## config.mk

```make
export PLATFORM = sky130hd
export DESIGN_NAME = priority_sorted_cancel_arbiter
export DESIGN_NICKNAME = d
export VERILOG_FILES = /design/src/rtl/core/psca_pkg.sv /design/src/rtl/core/psca_cell.sv /design/src/rtl/core/priority_sorted_cancel_arbiter.sv
export SDC_FILE = /design/constraint.sdc
export NUM_CORES = 1
export LEC_CHECK = 0
export ABC_AREA = 1
export ABC_CLOCK_PERIOD_IN_PS = 3500
export CORE_ASPECT_RATIO = 2
export CORE_MARGIN = 2
export CORE_UTILIZATION = 70
export DETAILED_ROUTE_END_ITERATION = 8
export DONT_BUFFER_PORTS = 1
export PLACE_DENSITY = 0.86
export SLEW_MARGIN = 25
export SYNTH_ARGS = -nofsm -noshare
export SYNTH_HDL_FRONTEND = slang
export SYNTH_SLANG_ARGS = --single-unit
```

## constraint.sdc

```tcl
create_clock -name aclk -period 3.5 [get_ports aclk]
set_clock_uncertainty 0.05 [all_clocks]
set_input_delay 0.525 -clock aclk [delete_from_list [all_inputs] [get_ports aclk]]
set_output_delay 0.525 -clock aclk [all_outputs]
set_load 0.05 [all_outputs]
```

## src/rtl/core/psca_pkg.sv

```systemverilog
package psca_pkg;

    localparam int MAX_ENTRIES_DEF   = 16;
    localparam int PRIORITY_BITS_DEF = 8;

    localparam int TAG_W    = 4;
    localparam int PRIO_W   = 8;
    localparam int MASK_W   = 16;
    localparam int CMD_W    = 2;
    localparam int STATUS_W = 2;
    localparam int COUNT_W  = 5;

    localparam int S_TDATA_W = 32;
    localparam int M_TDATA_W = 16;

    localparam logic [CMD_W-1:0] CMD_REGISTER = 2'd0;
    localparam logic [CMD_W-1:0] CMD_CANCEL   = 2'd1;
    localparam logic [CMD_W-1:0] CMD_CLEAR    = 2'd2;

    localparam logic [STATUS_W-1:0] STATUS_OK      = 2'd0;
    localparam logic [STATUS_W-1:0] STATUS_MISSING = 2'd1;
    localparam logic [STATUS_W-1:0] STATUS_FULL    = 2'd2;

    typedef enum logic [0:0] {
        ST_IDLE,
        ST_SEARCH
    } psca_state_t;

    typedef struct packed {
        logic             vld;
        logic             found;
        logic [TAG_W-1:0] tag;
    } srch_tok_t;

endpackage

```

## src/rtl/core/psca_cell.sv

```systemverilog
module psca_cell #(
    parameter int IDX = 0,
    parameter int CW  = 5,
    parameter int PW  = 8
) (
    input  logic                      aclk,
    input  logic                      aresetn,
    input  logic [CW-1:0]             count,
    input  logic                      ins_en,
    input  logic [psca_pkg::TAG_W-1:0] ins_tag,
    input  logic [PW-1:0]             ins_prio,
    input  logic                      left_grt,
    input  logic [psca_pkg::TAG_W-1:0] left_tag,
    input  logic [PW-1:0]             left_prio,
    output logic                      grt,
    output logic [psca_pkg::TAG_W-1:0] tag,
    output logic [PW-1:0]             prio,
    input  logic [psca_pkg::MASK_W-1:0] mask,
    input  psca_pkg::srch_tok_t       tok_in,
    output psca_pkg::srch_tok_t       tok_out
);
    import psca_pkg::*;

    localparam logic [CW-1:0] IDX_C = CW'(IDX);

    logic [TAG_W-1:0] tag_reg, tag_next;
    logic [PW-1:0]    prio_reg, prio_next;
    srch_tok_t        tok_reg, tok_next;
    logic             occ;
    logic             at_end;
    logic             hit;

    assign occ    = IDX_C < count;
    assign at_end = count == IDX_C;
    assign grt    = occ && (ins_prio < prio_reg);
    assign hit    = occ && mask[tag_reg];

    always_comb begin
        tag_next  = tag_reg;
        prio_next = prio_reg;
        if (ins_en) begin
            if (left_grt) begin
                tag_next  = left_tag;
                prio_next = left_prio;
            end else if (grt || at_end) begin
                tag_next  = ins_tag;
                prio_next = ins_prio;
            end
        end
    end

    always_comb begin
        tok_next.vld   = tok_in.vld;
        tok_next.found = tok_in.found || hit;
        tok_next.tag   = tok_in.found ? tok_in.tag : (hit ? tag_reg : '0);
    end

    always_ff @(posedge aclk) begin
        tag_reg  <= tag_next;
        prio_reg <= prio_next;
    end

    always_ff @(posedge aclk) begin
        if (!aresetn) begin
            tok_reg <= '0;
        end else begin
            tok_reg <= tok_next;
        end
    end

    assign tag     = tag_reg;
    assign prio    = prio_reg;
    assign tok_out = tok_reg;

endmodule

```

## src/rtl/core/priority_sorted_cancel_arbiter.sv

```systemverilog
// Register and clear beats give their result beat in the cycle after acceptance.
// A cancel beat gives its result once the search token, registered first in tok0_reg,
// has walked the cell chain one cell per cycle and left the last cell.
// One beat is in work at a time; the next is taken once no cancel search is running and the result register is free.
// Reset clears the entry count, the controller and the output valid; entry contents
// are not cleared and are only read below the count.
module priority_sorted_cancel_arbiter #(
    parameter int MAX_ENTRIES   = psca_pkg::MAX_ENTRIES_DEF,
    parameter int PRIORITY_BITS = psca_pkg::PRIORITY_BITS_DEF
) (
    input  logic                          aclk,
    input  logic                          aresetn,
    input  logic                          s_tvalid,
    output logic                          s_tready,
    // consumer_tag[3:0], priority_req[11:4], probes_present[12], active_mask[28:13]
    input  logic [psca_pkg::S_TDATA_W-1:0] s_tdata,
    // cmd[1:0]
    input  logic [psca_pkg::CMD_W-1:0]    s_tuser,
    output logic                          m_tvalid,
    input  logic                          m_tready,
    // status[1:0], found[2], chosen_tag[6:3], consumer_count[11:7]
    output logic [psca_pkg::M_TDATA_W-1:0] m_tdata
);
    import psca_pkg::*;

    localparam int CW = $clog2(MAX_ENTRIES + 1);
    localparam int PW = (PRIORITY_BITS < PRIO_W) ? PRIORITY_BITS : PRIO_W;
    localparam logic [CW-1:0] MAX_C = CW'(MAX_ENTRIES);

    psca_state_t state_reg, state_next;

    logic [CW-1:0]       count_reg, count_next;
    logic [MASK_W-1:0]   mask_reg;
    srch_tok_t           tok0_reg, tok0_next;
    logic                m_valid_reg, m_valid_next;
    logic [STATUS_W-1:0] status_reg, status_next;
    logic                found_reg, found_next;
    logic [TAG_W-1:0]    chosen_reg, chosen_next;
    logic [CW-1:0]       cnt_out_reg, cnt_out_next;

    logic [TAG_W-1:0]  in_tag;
    logic [PW-1:0]     in_prio;
    logic              in_probes;
    logic [MASK_W-1:0] in_mask;
    logic              accept;
    logic              full;
    logic              do_ins;
    logic              search_done;
    logic [CW+COUNT_W-1:0] cnt_ext;

    logic [TAG_W-1:0] cell_tag  [MAX_ENTRIES];
    logic [PW-1:0]    cell_prio [MAX_ENTRIES];
    logic             cell_grt  [MAX_ENTRIES];
    srch_tok_t        tok       [MAX_ENTRIES+1];

    assign in_tag    = s_tdata[3:0];
    assign in_prio   = s_tdata[4 +: PW];
    assign in_probes = s_tdata[12];
    assign in_mask   = s_tdata[28:13];

    assign accept      = s_tvalid && s_tready;
    assign full        = count_reg == MAX_C;
    assign do_ins      = accept && (s_tuser == CMD_REGISTER) && in_probes && !full;
    assign search_done = tok[MAX_ENTRIES].vld;

    always_comb begin
        state_next = state_reg;
        unique case (state_reg)
            ST_IDLE: begin
                if (accept && (s_tuser == CMD_CANCEL)) begin
                    state_next = ST_SEARCH;
                end
            end
            ST_SEARCH: begin
                if (search_done) begin
                    state_next = ST_IDLE;
                end
            end
            default: state_next = ST_IDLE;
        endcase
    end

    always_comb begin
        unique case (state_reg)
            ST_IDLE:   s_tready = !m_valid_reg || m_tready;
            ST_SEARCH: s_tready = 1'b0;
            default:   s_tready = 1'b0;
        endcase
    end

    always_comb begin
        count_next = count_reg;
        if (do_ins) begin
            count_next = count_reg + CW'(1);
        end else if (accept && (s_tuser == CMD_CLEAR)) begin
            count_next = '0;
        end
    end

    always_comb begin
        tok0_next     = '0;
        tok0_next.vld = accept && (s_tuser == CMD_CANCEL);
    end

    always_comb begin
        m_valid_next = m_valid_reg && !m_tready;
        status_next  = status_reg;
        found_next   = found_reg;
        chosen_next  = chosen_reg;
        cnt_out_next = cnt_out_reg;
        if (search_done) begin
            m_valid_next = 1'b1;
            status_next  = STATUS_OK;
            found_next   = tok[MAX_ENTRIES].found;
            chosen_next  = tok[MAX_ENTRIES].tag;
            cnt_out_next = count_reg;
        end else if (accept && (s_tuser != CMD_CANCEL)) begin
            m_valid_next = 1'b1;
            found_next   = 1'b0;
            chosen_next  = '0;
            cnt_out_next = count_next;
            if (s_tuser == CMD_REGISTER) begin
                priority if (!in_probes) begin
                    status_next = STATUS_MISSING;
                end else if (full) begin
                    status_next = STATUS_FULL;
                end else begin
                    status_next = STATUS_OK;
                end
            end else begin
                status_next = STATUS_OK;
            end
        end
    end

    always_ff @(posedge aclk) begin
        if (!aresetn) begin
            state_reg   <= ST_IDLE;
            count_reg   <= '0;
            tok0_reg    <= '0;
            m_valid_reg <= 1'b0;
        end else begin
            state_reg   <= state_next;
            count_reg   <= count_next;
            tok0_reg    <= tok0_next;
            m_valid_reg <= m_valid_next;
        end
    end

    always_ff @(posedge aclk) begin
        if (accept && (s_tuser == CMD_CANCEL)) begin
            mask_reg <= in_mask;
        end
        status_reg  <= status_next;
        found_reg   <= found_next;
        chosen_reg  <= chosen_next;
        cnt_out_reg <= cnt_out_next;
    end

    assign tok[0] = tok0_reg;

    for (genvar i = 0; i < MAX_ENTRIES; i++) begin : g_cell
        logic             l_grt;
        logic [TAG_W-1:0] l_tag;
        logic [PW-1:0]    l_prio;

        if (i == 0) begin : g_first
            assign l_grt  = 1'b0;
            assign l_tag  = '0;
            assign l_prio = '0;
        end else begin : g_rest
            assign l_grt  = cell_grt[i-1];
            assign l_tag  = cell_tag[i-1];
            assign l_prio = cell_prio[i-1];
        end

        psca_cell #(
            .IDX (i),
            .CW  (CW),
            .PW  (PW)
        ) u_cell (
            .aclk      (aclk),
            .aresetn   (aresetn),
            .count     (count_reg),
            .ins_en    (do_ins),
            .ins_tag   (in_tag),
            .ins_prio  (in_prio),
            .left_grt  (l_grt),
            .left_tag  (l_tag),
            .left_prio (l_prio),
            .grt       (cell_grt[i]),
            .tag       (cell_tag[i]),
            .prio      (cell_prio[i]),
            .mask      (mask_reg),
            .tok_in    (tok[i]),
            .tok_out   (tok[i+1])
        );
    end

    assign cnt_ext  = {{COUNT_W{1'b0}}, cnt_out_reg};
    assign m_tvalid = m_valid_reg;
    assign m_tdata  = {4'b0, cnt_ext[COUNT_W-1:0], chosen_reg, found_reg, status_reg};

endmodule

```

==> metrics <==
outcome=finished, final reports clean; detailed placement HPWL=35200 µm; number of max-capacitance violations reported=0; total number of nets in the final design=2470; final max-slew violation count=0; number of vias per cell=6.07; TritonRoute pass-1 iters=9; ys async rst share=0; Post-Place Setup Slack=712 ps; Cells after DPL=2605; height of the die=236 µm; global-route wire length before repair=80000 µm; via count of the first global-routing pass=16.2k; setup slack on the worst flop-to-flop path=610 ps; final global-route overflow total=0; endpoint of the worst hold-timing path=g_cell[1].u_cell.tok_out[5]$_SDFF_PN0_; number of warnings issued by yosys=0; core box area=0.0264 mm²; number of hold violations in the final report=0; Worst-path clk slew=70 ps; weighted congestion at the end of routability-driven global placement=0.935; cells on worst reg2reg path=7; number of synthesized flops with an enable pin=218; VDD IR-drop max=524 µV; ratio of total power to cell area=384 mW/mm²; count of non-filler cells in the finished layout=2683; wire length per cell=19.2 µm; Area contributors post-synth=edfxtp_1 35%, nand2_1 13%, dfxtp_1 11%, nand3_1 8.1%, ha_1 7.7%; Antenna Violating Nets Remaining=0; via count=16.3k; portion of the post-synthesis area used by sequential elements=0.461; pin count of the biggest net entering global routing=46; number of failing setup endpoints in the final timing report=0; cell taking the most area after synthesis=edfxtp_1; share of post-route cells with drive strength above 1=0.0799; count of unresolved DRC violations after routing=0; total area of multi-input combinational cells=0.00844 mm²; instance count of the mapped netlist=2349; Global Route Usage Sum=0.363; Worst Path Arrival=3030 ps; Slew @ Worst Pin=848 ps; Yosys cell types=42; Detail Route met2 WL=27000 µm; post-synthesis cell area=0.0188 mm²; post-route standard cell area excluding fillers=0.0200 mm²; level count of the clock H-tree=1; relative max-transition margin=0.434; routed length on met3=4190 µm; final cycle utilization of the critical path=0.826; Area growth, synth to finish=6.26%; WL final=51400 µm; commonest cells in the synthesized netlist=655 x nand2_1, 303 x nand3_1, 277 x inv_1; area share of the largest cell type after synthesis=0.348; number of setup buffers added after CTS=0; highest fanout seen on the critical path=19; number of buffers created by CTS=28; Most used DFF post-synth=edfxtp_1; number of inserted filler cells in the final layout=1933; clock net sink count=324; top routing layer in use=met4; count of inserted antenna diode cells=0; cell chosen for the clock root=clkbuf_16; critical path type=reg2reg; Mean Syn Cell Area=8.00 µm²; TritonCTS clock tree=done; CP startpoint kind=flip-flop; final standard cell utilization of the core=0.757; die width=120 µm; count of input and output buffers=0; setup TNS after final layout=0 ps; required time worst endpoint=3640 ps; routed metal-1 wirelength=15700 µm; final worst setup slack=610 ps; register area=0.00867 mm²; Worst Hold Depth=2; shortest clock period the worst path allows after layout=2890 ps; FP Rows=84; leading cell type by number of instances after synthesis=nand2_1; initial antenna violation count=0; highest attainable clock frequency=346 MHz; Hold/Removal Path Class=in2reg; Crit. End Element=flip-flop; launch instance of the worst register-to-register path=count_reg[0]$_SDFF_PN0_; maximum root-to-sink buffer count=3; flip-flop count of the largest register, all copies and words added=128; terminus of the critical flop-to-flop path=g_cell[6].u_cell.prio[6]$_DFFE_PP_; detailed router's first-iteration violation count=1723; top-level port count=56; leakage power summed over all cells=9.18 nW; setup repair after global routing missed its margin=false; later-pin clock latency in the skew report=580 ps; start point of the worst min-delay path=aresetn; number of gates given a new drive strength after cts=0; flop and latch count out of synthesis=324; Post-DP Area=0.0188 mm²; Starting Density=0.713; crit path from=count_reg[0]$_SDFF_PN0_; overall die area=0.0283 mm²
layout by cell type, fill, tap and decap left out, types with 2 or more instances in the layout:
cell type and instances:
o21ai_1 106, inv_1 277, nand3b_1 2, clkinv_2 5
clkbuf_8 3, nand2_2 34, o21ai_0 53, dfxtp_1 106
xor2_1 3, ha_1 115, clkinv_4 3, o211a_1 4
nand2_4 4, inv_4 4, a21oi_2 3, edfxtp_1 218
nor2_4 2, a21oi_1 130, clkinvlp_4 2, o21a_1 2
conb_1 4, clkbuf_16 30, clkbuf_1 3, nand3_1 303
dlygate4sd3_1 26, nand2_1 655, nor3_2 2, o21ai_2 64
nand3_2 2, buf_4 18, clkinv_1 18, nand4_1 6
nor2_1 112, inv_2 7, a21o_1 2
power by group:
| part | switching, mW | total [mW] | leakage (nW) | internal (mW) |
|---|---|---|---|---|
| clock | 1.47 | 3.11 | 0.450 | 1.64 |
| sequential | 0.0471 | 4.14 | 2.83 | 4.10 |
| combinational | 0.257 | 0.424 | 5.91 | 0.166 |
| total | 1.77 | 7.68 | 9.18 | 5.90 |
per-layer routing:
| layer | vias up | global-route usage |
|---|---|---|
| met2 | 913 | 0.673 |
| met5 | - | 0 |
| li1 | 7678 | - |
| met4 | 0 | 0.272 |
| met1 | 7363 | 0.351 |
| met3 | 320 | 0.0563 |
how the worst max path moves through the flow:
stage                                                to  slack [ps]  cells past startpoint
global placement     g_cell[15].u_cell.tag[0]$_DFFE_PP_         760                      7
global route        g_cell[15].u_cell.prio[3]$_DFFE_PP_         400                      7
floorplan            g_cell[0].u_cell.prio[0]$_DFFE_PP_        1020                      6
detailed placement   g_cell[15].u_cell.tag[3]$_DFFE_PP_         710                      7
finish               g_cell[6].u_cell.prio[6]$_DFFE_PP_         610                      7
CTS                  g_cell[6].u_cell.prio[6]$_DFFE_PP_         670                      7
metrics by stage:
step,power [mW],hold WS (ps)
finish,7.68,4.52
detailed placement,4.61,356
floorplan,4.55,340
global route,7.85,2.47
CTS,7.67,0.423
global placement,4.59,347
worst max-delay path, stage by stage, from the launching register on:
cell and delay [ps]:
dfxtp_1 610, inv_1 240, ha_1 300, nand3_1 170, nand3_2 240, inv_2 350, nand2_1 90, inv_1 460
final cells by class:
cell class,instances,area share
inverters,301,0.0567
well taps,344,0.0215
clock inverters,16,0.00545
clock buffers,36,0.0402
multi-input cells,1618,0.423
flip-flops and latches,324,0.434
repair buffers,44,0.0198
what timing repair did:
item | in CTS | in global routing
setup endpoints to repair | 0 | 0
endpoints found under the hold margin | 31 | 0
hold buffers | 26 | 0
cells by family after synthesis:
group | Yosys count | share of synthesized area
XOR/XNOR | 3 | 0.00140
other | 1 | 0.000199
flip-flops | 324 | 0.461
buffers and inverters | 410 | 0.0909
AND/OR/NAND/NOR | 1125 | 0.255
adder cells (fa/ha/maj) | 115 | 0.0765
AO/OA/AOI/OAI | 371 | 0.115
(Power assumes the default switching activity.)
